===== src/sv/booth_pkg.sv =====
`timescale 1ns / 1ps
// Shared constants and types for the radix-2 Booth multiplier.
// No dependencies; every other file in this block refers to it by scoped names.
package booth_pkg;

  // Operand width the Booth engine works on.
  localparam int WIDTH   = 16;
  // Widths of the channel fields.
  localparam int FIELD_W = 16;
  localparam int PROD_W  = 32;
  // The step counter must be able to hold WIDTH itself.
  localparam int CNT_W   = $clog2(WIDTH + 1);

  typedef enum logic [1:0] {
    ST_IDLE,
    ST_RUN,
    ST_FINISH
  } booth_state_t;

  // Commands from the controller to the datapath.
  typedef struct packed {
    logic load;     // capture operands, clear accumulator and previous bit
    logic step;     // one add/subtract and arithmetic shift
    logic publish;  // move {A, Q} into the output register
  } booth_cmd_t;

  // Status from the datapath to the controller.
  typedef struct packed {
    logic out_full; // output register holds a result not yet transferred
  } booth_stat_t;

endpackage


===== src/sv/booth_in_if.sv =====
`timescale 1ns / 1ps
// Operand channel: valid/ready handshake with multiplicand and multiplier.
// Depends on booth_pkg for the field width.
interface booth_in_if;
  logic                                  valid;
  logic                                  ready;
  logic signed [booth_pkg::FIELD_W-1:0]  multiplicand;
  logic signed [booth_pkg::FIELD_W-1:0]  multiplier;

  modport source (output valid, output multiplicand, output multiplier, input ready);
  modport sink   (input valid, input multiplicand, input multiplier, output ready);
endinterface


===== src/sv/booth_out_if.sv =====
`timescale 1ns / 1ps
// Result channel: valid/ready handshake carrying the signed product.
// Depends on booth_pkg for the product width.
interface booth_out_if;
  logic                                 valid;
  logic                                 ready;
  logic signed [booth_pkg::PROD_W-1:0]  product;

  modport source (output valid, output product, input ready);
  modport sink   (input valid, input product, output ready);
endinterface


===== src/sv/booth_radix2_multiplier.sv =====
`timescale 1ns / 1ps
// Top level of the radix-2 Booth signed multiplier.
// Depends on booth_pkg, booth_in_if, booth_out_if, booth_ctrl and booth_dp.
//
//   port     dir  payload                              transfer
//   in_ch    in   multiplicand[15:0], multiplier[15:0]  valid & ready
//   out_ch   out  product[31:0]                         valid & ready
//
// Each product runs as a load, WIDTH add/shift steps through the single
// WIDTH-bit adder, and a publish that moves {A, Q} into the output register.
// The output register lets the next item load and run while a result waits;
// only the publish cycle stalls until that register is free.
// Reset is synchronous and active low; it clears the controller and the
// output valid flag, and the block is ready in the first cycle after it.
module booth_radix2_multiplier (
  input  logic        clk,
  input  logic        rst_n,
  booth_in_if.sink    in_ch,
  booth_out_if.source out_ch
);

  booth_pkg::booth_cmd_t  cmd;
  booth_pkg::booth_stat_t stat;

  booth_ctrl u_ctrl (
    .clk       (clk),
    .rst_n     (rst_n),
    .in_valid  (in_ch.valid),
    .in_ready  (in_ch.ready),
    .out_ready (out_ch.ready),
    .stat      (stat),
    .cmd       (cmd)
  );

  booth_dp u_dp (
    .clk             (clk),
    .rst_n           (rst_n),
    .cmd             (cmd),
    .stat            (stat),
    .in_multiplicand (in_ch.multiplicand),
    .in_multiplier   (in_ch.multiplier),
    .out_valid       (out_ch.valid),
    .out_ready       (out_ch.ready),
    .out_product     (out_ch.product)
  );

endmodule


===== src/sv/booth_ctrl.sv =====
`timescale 1ns / 1ps
// Controller for the Booth multiplier: sequences load, WIDTH steps and publish.
// Depends on booth_pkg for the state type, command and status structs.
module booth_ctrl (
  input  logic                   clk,
  input  logic                   rst_n,
  input  logic                   in_valid,
  output logic                   in_ready,
  input  logic                   out_ready,
  input  booth_pkg::booth_stat_t stat,
  output booth_pkg::booth_cmd_t  cmd
);

  booth_pkg::booth_state_t    state_r, state_nxt;
  logic [booth_pkg::CNT_W-1:0] cnt_r, cnt_nxt;

  always_ff @(posedge clk) begin
    if (!rst_n) begin
      state_r <= booth_pkg::ST_IDLE;
      cnt_r   <= '0;
    end else begin
      state_r <= state_nxt;
      cnt_r   <= cnt_nxt;
    end
  end

  always_comb begin
    state_nxt   = state_r;
    cnt_nxt     = cnt_r;
    in_ready    = 1'b0;
    cmd.load    = 1'b0;
    cmd.step    = 1'b0;
    cmd.publish = 1'b0;
    case (state_r)
      booth_pkg::ST_IDLE: begin
        // No transfer is offered while reset is held.
        in_ready = rst_n;
        if (in_valid && rst_n) begin
          cmd.load  = 1'b1;
          cnt_nxt   = booth_pkg::CNT_W'(booth_pkg::WIDTH);
          state_nxt = booth_pkg::ST_RUN;
        end
      end
      booth_pkg::ST_RUN: begin
        cmd.step = 1'b1;
        cnt_nxt  = cnt_r - 1'b1;
        if (cnt_r == booth_pkg::CNT_W'(1)) begin
          state_nxt = booth_pkg::ST_FINISH;
        end
      end
      booth_pkg::ST_FINISH: begin
        // The output register is free, or its result transfers this cycle.
        if (!stat.out_full || out_ready) begin
          cmd.publish = 1'b1;
          state_nxt   = booth_pkg::ST_IDLE;
        end
      end
      default: begin
        state_nxt = booth_pkg::ST_IDLE;
      end
    endcase
  end

endmodule


===== src/sv/booth_dp.sv =====
`timescale 1ns / 1ps
// Datapath for the Booth multiplier: A, Q and previous-bit registers, one
// WIDTH-bit adder/subtractor, and the output register. Depends on booth_pkg.
module booth_dp (
  input  logic                                 clk,
  input  logic                                 rst_n,
  input  booth_pkg::booth_cmd_t                cmd,
  output booth_pkg::booth_stat_t               stat,
  input  logic signed [booth_pkg::FIELD_W-1:0] in_multiplicand,
  input  logic signed [booth_pkg::FIELD_W-1:0] in_multiplier,
  output logic                                 out_valid,
  input  logic                                 out_ready,
  output logic signed [booth_pkg::PROD_W-1:0]  out_product
);

  logic [booth_pkg::WIDTH-1:0]  m_r;
  logic [booth_pkg::WIDTH-1:0]  a_r, a_nxt;
  logic [booth_pkg::WIDTH-1:0]  q_r, q_nxt;
  logic                         prev_r, prev_nxt;
  logic [booth_pkg::WIDTH-1:0]  a_sum;
  logic [booth_pkg::PROD_W-1:0] product_r;
  logic                         out_valid_r, out_valid_nxt;

  always_comb begin
    // Booth pair 10 subtracts M, 01 adds M, 00 and 11 leave A alone.
    a_sum = a_r;
    if (q_r[0] && !prev_r) begin
      a_sum = a_r - m_r;
    end else if (!q_r[0] && prev_r) begin
      a_sum = a_r + m_r;
    end
    a_nxt    = {a_sum[booth_pkg::WIDTH-1], a_sum[booth_pkg::WIDTH-1:1]};
    q_nxt    = {a_sum[0], q_r[booth_pkg::WIDTH-1:1]};
    prev_nxt = q_r[0];
  end

  always_ff @(posedge clk) begin
    if (!rst_n) begin
      m_r       <= '0;
      a_r       <= '0;
      q_r       <= '0;
      prev_r    <= 1'b0;
      product_r <= '0;
    end else begin
      if (cmd.load) begin
        m_r    <= booth_pkg::WIDTH'(in_multiplicand);
        q_r    <= booth_pkg::WIDTH'(in_multiplier);
        a_r    <= '0;
        prev_r <= 1'b0;
      end else if (cmd.step) begin
        a_r    <= a_nxt;
        q_r    <= q_nxt;
        prev_r <= prev_nxt;
      end
      if (cmd.publish) begin
        product_r <= booth_pkg::PROD_W'({a_r, q_r});
      end
    end
  end

  always_comb begin
    out_valid_nxt = out_valid_r;
    if (out_valid_r && out_ready) begin
      out_valid_nxt = 1'b0;
    end
    if (cmd.publish) begin
      out_valid_nxt = 1'b1;
    end
  end

  always_ff @(posedge clk) begin
    if (!rst_n) begin
      out_valid_r <= 1'b0;
    end else begin
      out_valid_r <= out_valid_nxt;
    end
  end

  assign stat.out_full = out_valid_r;
  assign out_valid     = out_valid_r;
  assign out_product   = product_r;

endmodule


===== src/flat_wrapper.sv =====
// flat-port wrapper written by rule: the top's interface ports become plain ports
module booth_radix2_multiplier_flat 
  (clk, rst_n, in_ch_valid, in_ch_multiplicand, in_ch_multiplier, in_ch_ready, out_ch_valid, out_ch_product, out_ch_ready);
  booth_in_if in_ch_i ();
  booth_out_if out_ch_i ();
  input  logic clk;
  input  logic rst_n;
  input wire logic [$bits(in_ch_i.valid)-1:0] in_ch_valid;
  input wire logic [$bits(in_ch_i.multiplicand)-1:0] in_ch_multiplicand;
  input wire logic [$bits(in_ch_i.multiplier)-1:0] in_ch_multiplier;
  output wire logic [$bits(in_ch_i.ready)-1:0] in_ch_ready;
  output wire logic [$bits(out_ch_i.valid)-1:0] out_ch_valid;
  output wire logic [$bits(out_ch_i.product)-1:0] out_ch_product;
  input wire logic [$bits(out_ch_i.ready)-1:0] out_ch_ready;
  assign in_ch_i.valid = in_ch_valid;
  assign in_ch_i.multiplicand = in_ch_multiplicand;
  assign in_ch_i.multiplier = in_ch_multiplier;
  assign in_ch_ready = in_ch_i.ready;
  assign out_ch_valid = out_ch_i.valid;
  assign out_ch_product = out_ch_i.product;
  assign out_ch_i.ready = out_ch_ready;
  booth_radix2_multiplier u_core (.clk(clk), .rst_n(rst_n), .in_ch(in_ch_i), .out_ch(out_ch_i));
endmodule

===== config.mk =====
export PLATFORM = sky130hd
export DESIGN_NAME = booth_radix2_multiplier_flat
export DESIGN_NICKNAME = d
export VERILOG_FILES = /design/src/sv/booth_pkg.sv /design/src/sv/booth_in_if.sv /design/src/sv/booth_out_if.sv /design/src/sv/booth_radix2_multiplier.sv /design/src/sv/booth_ctrl.sv /design/src/sv/booth_dp.sv /design/src/flat_wrapper.sv
export SDC_FILE = /design/constraint.sdc
export NUM_CORES = 1
export LEC_CHECK = 0
export BUFFER_PORTS_ARGS = -buffer_cell sky130_fd_sc_hd__buf_2
export CAP_MARGIN = 20
export CORE_ASPECT_RATIO = 0.5
export CORE_MARGIN = 2
export CORE_UTILIZATION = 45
export CTS_BUF_LIST = sky130_fd_sc_hd__clkbuf_4
export CTS_CLUSTER_DIAMETER = 100
export DETAILED_ROUTE_END_ITERATION = 8
export HOLD_SLACK_MARGIN = 0.1
export PLACE_DENSITY = 0.74
export SLEW_MARGIN = 25
export SYNTH_ARGS = -nofsm -noshare
export SYNTH_HDL_FRONTEND = slang
export SYNTH_SLANG_ARGS = --single-unit

===== constraint.sdc =====
create_clock -name clk -period 2.1 [get_ports clk]
set_input_delay 0.21 -clock clk [delete_from_list [all_inputs] [get_ports clk]]
set_output_delay 0.21 -clock clk [all_outputs]
set_load 0.05 [all_outputs]

# After elaboration in Yosys (flattened, before gate mapping)
# Index checks and enable logic that the tools add are counted.
[op_classes]
addsub = 3
multipliers = 0
n_div = 0
magnitude_cmp = 0
n_eq_ne = 6
shift = 0
mux = 18
bitwise = 1
reduce_logical = 15
[ops]
columns = ["op", "n"]
rows = [
  ["2-to-1 mux 16 bit", 4],
  ["adder 16 bit", 1],
  ["subtractor 16 bit", 1],
  ["one-hot mux 5 bit (2 select lines)", 1],
  ["2-to-1 mux 1 bit", 8],
  ["2-to-1 mux 2 bit", 3],
  ["!= test 2 bit, second input constant", 3],
  ["one-hot mux 2 bit (3 select lines)", 1],
  ["nonzero test 2 bit", 3],
  ["equality test 5 x 1 -> 1 bit, second input constant", 1],
  ["2-to-1 mux 5 bit", 1],
  ["subtractor 5 x 1 -> 5 bit, second input constant", 1],
  ["logical AND 1 bit", 4],
  ["logical NOT 1 bit", 3],
  ["AND reduction 3 bit", 1],
  ["equality test 2 x 1 -> 1 bit, second input constant", 1],
  ["equality test 2 bit, second input constant", 1],
  ["logical NOT 2 bit", 1],
  ["AND reduction 2 bit", 1],
  ["OR reduction 2 bit", 1],
  ["logical OR 1 bit", 1],
  ["NOT 1 bit", 1],
]
[totals]
regBits = 87
latchBits = 0
ramBits = 0
mem_bits_ro = 0
in_bits = 36
mem_count = 0

# Depth between registers and ports, before layout
# Gate-level depths: netlist (run 1).
[depth]
word_depth = 6
depth_mapped = 10
mapped_depth_nobuf = 10

# Hierarchy
# Synthesis (run 1) repeated with hierarchy kept, for this count alone.
[unflattened]
cells_unflattened = 628
hier_area_um2 = 5412.7
[modules_own_cells]
columns = ["mod", "n_inst", "cells_per_inst", "area_each_um2", "seq_area_each_um2"]
rows = [
  ["booth_dp", 1, 580, 5014.8, 1601.5],
  ["booth_ctrl", 1, 48, 397.9, 140.1],
]

# Least setup slack after synthesis (run 1)
# Ideal clock, no wire load.
[synth_path]
path_type = "register -> register"
startpoint = "register u_core.u_dp.a_r[0] in the netlist's numbering"
endpoint = "register u_core.u_dp.a_r[11] in the netlist's numbering"
setup_ns = 0.070
arrival_ns = 2.108
required_time_ns = 2.030
slack_ns = -0.078
path_stages_with_launch = 10
synth_period_minus_slack_ns = 2.178
cell_sequence = "dfxtp_1 -> ha_1 -> fa_1 -> nor3b_2 -> o311ai_4 -> a41oi_2 -> a221oi_2 -> xnor2_1 -> nand2_1 -> a21oi_1"
[synth_via]
elab_chain_len = 3
word_cells_on_any_way = 4
cone_classes = "add/sub: 2; mux: 2"
[synth_rtl]
columns = ["element", "line", "text"]
rows = [
  ["start: declaration", "booth_dp.sv:17", "logic [booth_pkg::WIDTH-1:0] a_r, a_nxt;"],
  ["start signal: assignment", "booth_dp.sv:51", "a_r <= a_nxt;"],
  ["adder 16 bit", "booth_dp.sv:30", "a_sum = a_r + m_r;"],
  ["2-to-1 mux 16 bit", "booth_dp.sv:29", "end else if (!q_r[0] && prev_r) begin"],
  ["2-to-1 mux 16 bit (*)", "booth_dp.sv:27", "if (q_r[0] && !prev_r) begin"],
]
# Mark *: on every way between the ends. The rest lies on a longest branch, timed or not.
# A chain may end at the register's enable or synchronous reset.

# Worst setup path in the final report (run 1)
[layout_path]
startpoint = "register u_core.u_dp.m_r[0] in the netlist's numbering"
endpoint = "register u_core.u_dp.a_r[11] in the netlist's numbering"
[layout_via]
elab_chain_len = 3
word_cells_on_any_way = 4
cone_classes = "add/sub: 2; mux: 2"
[layout_rtl]
columns = ["element", "line", "text"]
rows = [
  ["start: declaration", "booth_dp.sv:16", "logic [booth_pkg::WIDTH-1:0] m_r;"],
  ["start signal: assignment", "booth_dp.sv:46", "m_r <= booth_pkg::WIDTH'(in_multiplicand);"],
  ["adder 16 bit", "booth_dp.sv:30", ""],
  ["2-to-1 mux 16 bit", "booth_dp.sv:29", ""],
  ["2-to-1 mux 16 bit (*)", "booth_dp.sv:27", ""],
]
# Marked as above.

==> flow_summary.toml, run 1 <==
[timing]
number_of_hold_violations_in_the_final_report = 0
fmaxAchievable_mhz = 434
fin_skew_ns = 0.0160
worst_slew_pin_slew_ns = 0.636
postLayoutSetupSlackWorst_ns = -0.206
hold_ws_ns = 0.270
maxSlewHeadroom_pct = 57.6
final_max_slew_viol_count = 0
finalSetupViolCount = 8
timing.final.crit_period_ns = 2.31
layout_worst_path_cycle_share_pct = 110
setup_repair_after_global_routing_missed_its_margin = "true"

[worst_setup_path]
worst_ep_arrival_time_ns = 2.72
critical_path_peak_fanout = 3
criticalPathCategory = "reg -> reg"
worstSetupEndpointType = "register"
setup.worst_path.start_class = "register"
r2r_slack_ns = -0.21
worstRegToRegCells = 9
path_cells = "ha_4 -> fa_2 -> nor3b_4 -> o311ai_4 -> a41oi_2 -> a221oi_2 -> xnor2_1 -> nand2_1 -> a21oi_1"
reg2reg_to = "u_core.u_dp.a_r[11]"
crit_slowest_cell = "sky130_fd_sc_hd__dfxtp_4"
critical_path_required_ns = 2.51
worst_path_largest_cell_delay_ns = 0.39
r2r-start = "u_core.u_dp.m_r[0]"

[route]
drt-pass1-iter-count = 5
wl_mm = 16.9
route.detailed.drc = 0
via_count = 5624
drtIter0Drc = 443
wl_per_cell_um = 16.9
via_per_instance_ratio = 5.62
drt.antenna.violating_nets = 0

[floorplan]
coreArea_um2 = 11200
row_count = 27
io-pin-count = 70
fp.dieArea_um2 = 12600
initial_utilization_pct = 47.0
floorplan.die.width_um = 157
chipHeight_um = 80.4

[pwr]
power_leakage_nw = 3.02
power.density_cell_area_nw_per_um2 = 574
vdd_ir_drop_max_mv = 0.303

[worst_hold_path]
hold_path_depth = 3
hold-path-endpoint = "u_core.u_dp.a_r[3]"
holdCritPathClass = "in -> reg"
startpoint_of_the_tightest_hold_check_path = "rst_n"

[job]
count_of_maximum_capacitance_violations = 0

[global_routing]
grt_pass1_vias = 5373
number_of_antenna_violations_at_the_first_check_in_global_routing = 0
grt_remaining_overflow = 0
grt_first_pass_wirelength_mm = 26.4
maximum_number_of_pins_on_one_net_before_global_route_repair = 71
groute.usage.overall_pct = 26.6

[final_layout]
layout-area-overhead-vs-synth_pct = 38.3
number_of_filler_instances_in_the_final_layout = 919
multi_input_comb_area_um2 = 3570
layout-drive-gt1-share_pct = 32.0
final_design_area_no_fill_um2 = 7270
nets = 908
final_cells = 1000
ff_latch_area_um2 = 1760
utilization_pct = 65.1
num_antenna_cells = 0

[logic_synthesis]
post-synth-top-area-fraction_pct = 33.1
synth_area_per_cell_um2 = 7.92
netlist_instances = 664
edff_count_synth = 0
synth.ff_latch_count = 87
library_cell_with_the_largest_summed_area_after_synthesis = "sky130_fd_sc_hd__dfxtp_1"
synthesis.area_um2 = 5260
syn_nets = 736
ys_seq_area_share_pct = 33.1
synth.area.top_cells = "sky130_fd_sc_hd__dfxtp_1 (33%), sky130_fd_sc_hd__nand2_1 (10%), sky130_fd_sc_hd__ha_1 (8.1%), sky130_fd_sc_hd__a21boi_0 (6.7%), sky130_fd_sc_hd__o21ai_0 (3.6%)"
synth.lib_cells_used.distinct = 68
synthArstFlopShare_pct = 0
ys_warn_count = 0
top_reg_cell_synth = "sky130_fd_sc_hd__dfxtp_1"

[clock_network]
tritoncts = "done"
ctsRootBufferMaster = "sky130_fd_sc_hd__clkbuf_4"
clk_transition_reported_paths_ns = 0.15
cts_buffers = 9
cts-htree-levels = 3
largest_buffer_count_on_any_clock_path = 2
clock_sinks = 87
clock_insertion_delay_worst_skew_ns = 0.47

[placed_design]
placed_cells = 938
globalplace.congestion = 0.960
buffers_on_ports = 69
hpwl_reported_at_the_end_of_detailed_placement_mm = 11.3
post_dp_cell_area_um2 = 6310

[run_status]
failed_checks = "negative setup slack"
status = "finished, violations left"
==> per-stage QoR <==
step | power (mW) | setup slack [ns] | TNS, ns
global route | 4.36 | -0.292 | -1.47
detailed placement | 2.88 | -0.266 | -2.01
global placement | 2.86 | -0.177 | -1.30
floorplan | 2.50 | -0.00729 | -0.0107
CTS | 3.99 | -0.176 | -1.38
finish | 4.18 | -0.206 | -0.909
==> timing repair <==
action                                  4_1_cts  5_1_grt
pin swaps                                    13       36
buffers inserted                              3        9
endpoints found under the setup margin       11       12
hold buffers                                 34        0
resized for setup                            13       65
hold endpoints to repair                     34        0
gates cloned                                  0        0
==> worst max-delay path: cells and delay by family (launching register included) <==
family | cells | cell delay [ns]
and+or+nand+nor | 2 | 0.25
AOI/OAI and AO/OA | 4 | 0.89
xor gates and xnor gates | 1 | 0.16
adders and majority gates | 2 | 0.56
DFF | 1 | 0.39
==> synthesized netlist by cell type, types with 3 or more instances <==
library cell                 n
sky130_fd_sc_hd__xnor2_1    11
sky130_fd_sc_hd__o22ai_1     8
sky130_fd_sc_hd__nor2b_1    12
sky130_fd_sc_hd__nand2_1   141
sky130_fd_sc_hd__inv_1      36
sky130_fd_sc_hd__nor4_1      3
sky130_fd_sc_hd__buf_4       3
sky130_fd_sc_hd__nor3_1     11
sky130_fd_sc_hd__o21ai_1     4
sky130_fd_sc_hd__nor2_1     25
sky130_fd_sc_hd__o21ai_0    38
sky130_fd_sc_hd__a21oi_1    36
sky130_fd_sc_hd__a211oi_1    6
sky130_fd_sc_hd__mux2i_1     3
sky130_fd_sc_hd__a31oi_1     3
sky130_fd_sc_hd__buf_2       6
sky130_fd_sc_hd__o211ai_1    6
sky130_fd_sc_hd__a221oi_1    5
sky130_fd_sc_hd__o21a_1      5
sky130_fd_sc_hd__a221oi_2    4
sky130_fd_sc_hd__a21boi_0   47
sky130_fd_sc_hd__nand2b_1    8
sky130_fd_sc_hd__and2_1      6
sky130_fd_sc_hd__a211oi_2    3
sky130_fd_sc_hd__clkbuf_1   31
sky130_fd_sc_hd__nand3_1    11
sky130_fd_sc_hd__dfxtp_1    87
sky130_fd_sc_hd__a22oi_1    19
sky130_fd_sc_hd__ha_1       34
sky130_fd_sc_hd__a211o_1     3
==> registers in the layout, summed over array words and instances (netlist names) <==
name and flops:
u_core.u_dp.out_product 31, u_core.u_dp.m_r 16, u_core.u_dp.q_r 16, u_core.u_dp.a_r 15, u_core.u_ctrl.cnt_r 5, u_core.u_ctrl.state_r 2
u_core.u_dp.out_valid 1, u_core.u_dp.prev_r 1
==> kinds of logic after synthesis <==
group / count (synthesis) / synth area share [%]
AO/OA/AOI/OAI: 212 / 29.0
XOR/XNOR: 13 / 2.17
adder cells (fa/ha/maj): 36 / 8.85
buffers and inverters: 79 / 6.14
flip-flops: 87 / 33.1
multiplexers: 4 / 0.785
AND/OR/NAND/NOR: 233 / 19.9
==> metal layers <==
metal	part of all wire (%)	up-vias	track usage, %
li1	-	2664	-
met4	2.3	0	8.35
met2	47	243	44.2
met1	43	2673	35.3
met3	7.5	44	5.07
met5	0	-	0
==> report_power, final <==
group | internal, mW | switching (mW) | total (mW)
Sequential | 1.73 | 0.0626 | 1.79
Combinational | 0.615 | 0.715 | 1.33
Clock | 0.387 | 0.670 | 1.06
Total | 2.73 | 1.45 | 4.18
==> layout by cell type, fill, tap and decap left out, types with 8 or more instances in the layout <==
cell / instances
sky130_fd_sc_hd__a21boi_0: 47
sky130_fd_sc_hd__a21oi_1: 28
sky130_fd_sc_hd__a21oi_2: 8
sky130_fd_sc_hd__a22oi_1: 18
sky130_fd_sc_hd__buf_2: 69
sky130_fd_sc_hd__buf_4: 98
sky130_fd_sc_hd__clkbuf_4: 9
sky130_fd_sc_hd__dfxtp_1: 75
sky130_fd_sc_hd__dfxtp_2: 10
sky130_fd_sc_hd__dlygate4sd3_1: 34
sky130_fd_sc_hd__ha_1: 20
sky130_fd_sc_hd__ha_4: 10
sky130_fd_sc_hd__inv_1: 33
sky130_fd_sc_hd__nand2_1: 141
sky130_fd_sc_hd__nand3_1: 10
sky130_fd_sc_hd__nor2_1: 25
sky130_fd_sc_hd__nor3_1: 11
sky130_fd_sc_hd__o21ai_0: 35
sky130_fd_sc_hd__xnor2_1: 10
==> worst max-delay path by stage <==
stage,startpoint,to,depth (start not counted)
4_1_cts,u_core.u_dp.a_r[0],u_core.u_dp.a_r[7],9
3_3_place_gp,u_core.u_dp.m_r[0],u_core.u_dp.a_r[7],9
5_1_grt,u_core.u_dp.a_r[0],u_core.u_dp.a_r[11],10
6_report,u_core.u_dp.m_r[0],u_core.u_dp.a_r[11],9
2_1_floorplan,u_core.u_dp.a_r[0],u_core.u_dp.a_r[11],10
3_5_place_dp,u_core.u_dp.m_r[0],u_core.u_dp.a_r[7],9
==> area by class of cell <==
class                           instances  area share, %
Clock buffer                            9          0.929
Clock inverter                          7           1.20
Inverter                               37           1.91
Multi-Input combinational cell        498           49.0
Sequential cell                        87           24.2
Tap cell                              159           2.73
Timing Repair Buffer                  203           20.0
(Power assumes the default switching activity.)
==> run 2, diff against run 1 <==
--- a/config.mk
+++ b/config.mk
@@ -5,9 +5,9 @@
 export SDC_FILE = /design/constraint.sdc
 export NUM_CORES = 1
 export LEC_CHECK = 0
-export BUFFER_PORTS_ARGS = -buffer_cell sky130_fd_sc_hd__buf_2
+export BUFFER_PORTS_ARGS = -buffer_cell sky130_fd_sc_hd__buf_4
 export CAP_MARGIN = 20
-export CORE_ASPECT_RATIO = 0.5
+export CORE_ASPECT_RATIO = 1.4
 export CORE_MARGIN = 2
 export CORE_UTILIZATION = 45
 export CTS_BUF_LIST = sky130_fd_sc_hd__clkbuf_4
@@ -15,6 +15,7 @@
 export DETAILED_ROUTE_END_ITERATION = 8
 export HOLD_SLACK_MARGIN = 0.1
 export PLACE_DENSITY = 0.74
+export SETUP_SLACK_MARGIN = 0.1
 export SLEW_MARGIN = 25
 export SYNTH_ARGS = -nofsm -noshare
 export SYNTH_HDL_FRONTEND = slang
==> flow_summary.toml, run 2 (synthesized netlist as in run 1, its figures left out) <==
[worst_setup_path]
startpoint = "u_core.u_dp.a_r[0]"
timing.critical_path.max_delay_family = "compound AO/OA/AOI/OAI gates"
criticalPathCategory = "reg -> reg"
critical_path_required_ns = 2.44
worstPathBufferInverterCount = 0
crit_slowest_cell = "sky130_fd_sc_hd__dfxtp_4"
worstSetupEndpointType = "register"
path_cells = "ha_4 -> fa_2 -> nor3b_4 -> o311ai_4 -> nand3_2 -> a21oi_2 -> xnor2_1 -> a221oi_2 -> a211oi_1"
critical_path_peak_fanout = 3
r2r_slack_ns = -0.13
r2r-start = "u_core.u_dp.a_r[0]"
setup.worst_path.start_class = "register"
worst_path_largest_cell_delay_ns = 0.39
worst_ep_arrival_time_ns = 2.57

[route]
drt-pass1-iter-count = 5
wl_mm = 17.2
via_per_instance_ratio = 5.65
drtIter0Drc = 276
route.detailed.drc = 0
drt.antenna.violating_nets = 0
wl_per_cell_um = 17.3
via_count = 5634

[timing]
maxSlewHeadroom_pct = 63.9
number_of_hold_violations_in_the_final_report = 0
layout_worst_path_cycle_share_pct = 106
fin_skew_ns = 0.0189
postLayoutSetupSlackWorst_ns = -0.125
setup_repair_after_global_routing_missed_its_margin = "true"
worst_slew_pin_slew_ns = 0.542
timing.final.crit_period_ns = 2.23
timing.setup.tns_ns = -0.580
fmaxAchievable_mhz = 449
final_max_slew_viol_count = 0
finalSetupViolCount = 8

[worst_hold_path]
startpoint_of_the_tightest_hold_check_path = "in_ch_multiplier[6]"
holdCritPathClass = "in -> reg"

[global_routing]
grt_pass1_vias = 5773
grt_first_pass_wirelength_mm = 27.5
number_of_antenna_violations_at_the_first_check_in_global_routing = 1
groute.usage.overall_pct = 27.2
grt_remaining_overflow = 0
maximum_number_of_pins_on_one_net_before_global_route_repair = 50

[floorplan]
coreArea_um2 = 11300
fp.dieArea_um2 = 12600
initial_utilization_pct = 46.4
row_count = 46
chipHeight_um = 132
io-pin-count = 70
floorplan.die.width_um = 95.4

[clock_network]
clock_sinks = 87
ctsRootBufferMaster = "sky130_fd_sc_hd__clkbuf_4"
clock_insertion_delay_worst_skew_ns = 0.46
cts-htree-levels = 3
tritoncts = "done"
clk_transition_reported_paths_ns = 0.15
cts_buffers = 9
largest_buffer_count_on_any_clock_path = 2

[placed_design]
worst_setup_slack_before_clock_tree_synthesis_ns = -0.102
buffers_on_ports = 69
hpwl_reported_at_the_end_of_detailed_placement_mm = 12.0
placed_cells = 933
globalplace.congestion = 0.954

[pwr]
power.share.switching_pct = 35.3
power.density_cell_area_nw_per_um2 = 544
power_leakage_nw = 3.10
clkPwrFrac_pct = 22.1
internal_power_mw = 2.68
vdd_ir_drop_max_mv = 0.411
power_frac_seq_pct = 43.2
power.combinational.fraction_pct = 34.6
netSwitchingPower_mw = 1.46
total_power_mw = 4.14

[final_layout]
layout-area-overhead-vs-synth_pct = 44.7
final_common_cell = "sky130_fd_sc_hd__buf_4"
layout-drive-gt1-share_pct = 35.1
largest_register_ffs = 31
final_cells = 997
final_cell_mix = "sky130_fd_sc_hd__buf_4 (169), sky130_fd_sc_hd__nand2_1 (141), sky130_fd_sc_hd__dfxtp_1 (72), sky130_fd_sc_hd__a21boi_0 (47)"
nets = 920

[run_status]
failed_checks = "negative setup slack"
status = "finished, violations left"

[job]
count_of_maximum_capacitance_violations = 0
[run 2: layout make-up]
cell class	count	area (µm²)
Clock buffer	9	67.6
Tap cell	144	180
Timing Repair Buffer	215	1770
Sequential cell	87	1770
Antenna cell	1	2.50
Fill cell	890	3730
Inverter	37	139
Clock inverter	6	52.6
Multi-Input combinational cell	498	3630
[run 2: final timing paths]
check,end,depth (start not counted)
setup reg to reg,u_core.u_dp.a_r[7],9
hold / removal,u_core.u_dp.q_r[6],3
hold reg to reg,u_core.u_dp.out_product[15],2
setup / recovery,u_core.u_dp.a_r[7],9
[run 2: repair_timing]
action                                  CTS  global route
hold endpoints to repair                 31             0
pin swaps                                36            43
setup buffers                             6             6
hold buffers                             35             0
cloned                                    0             1
resized for setup                        35            62
endpoints found under the setup margin   12            17
[run 2: metrics by stage]
step                util (%)  hold slack (ns)  instance area (µm²)
floorplan                  -            0.319                 5330
global placement        58.1            0.402                 6590
detailed placement      58.1            0.409                 6590
CTS                     64.2            0.101                 7280
global route            67.1            0.122                 7610
finish                  67.1            0.104                 7610
[run 2: worst reg2reg max path: cells and delay by family (launching register included)]
family                     cells  cell delay, ns
xor gates and xnor gates       1            0.10
DFF                            1            0.39
and+or+nand+nor                2            0.34
AOI/OAI and AO/OA              4            0.79
adders and majority gates      2            0.50
[run 2: power by group through the flow]
stage	combinational (mW)	sequential, mW	clock [mW]
finish	1.43	1.79	0.916
CTS	1.28	1.79	0.935
detailed placement	1.16	1.82	0
global placement	1.15	1.81	0
global route	1.53	1.80	0.998
floorplan	0.698	1.82	0
[run 2: metal layers]
metal | GRT usage (%) | vias up | part of all wire (%)
met1 | 32.1 | 2722 | 40
met2 | 47.5 | 178 | 52
met3 | 3.95 | 47 | 4.1
met5 | 0 | - | 0
li1 | - | 2687 | -
met4 | 12.6 | 0 | 3.4
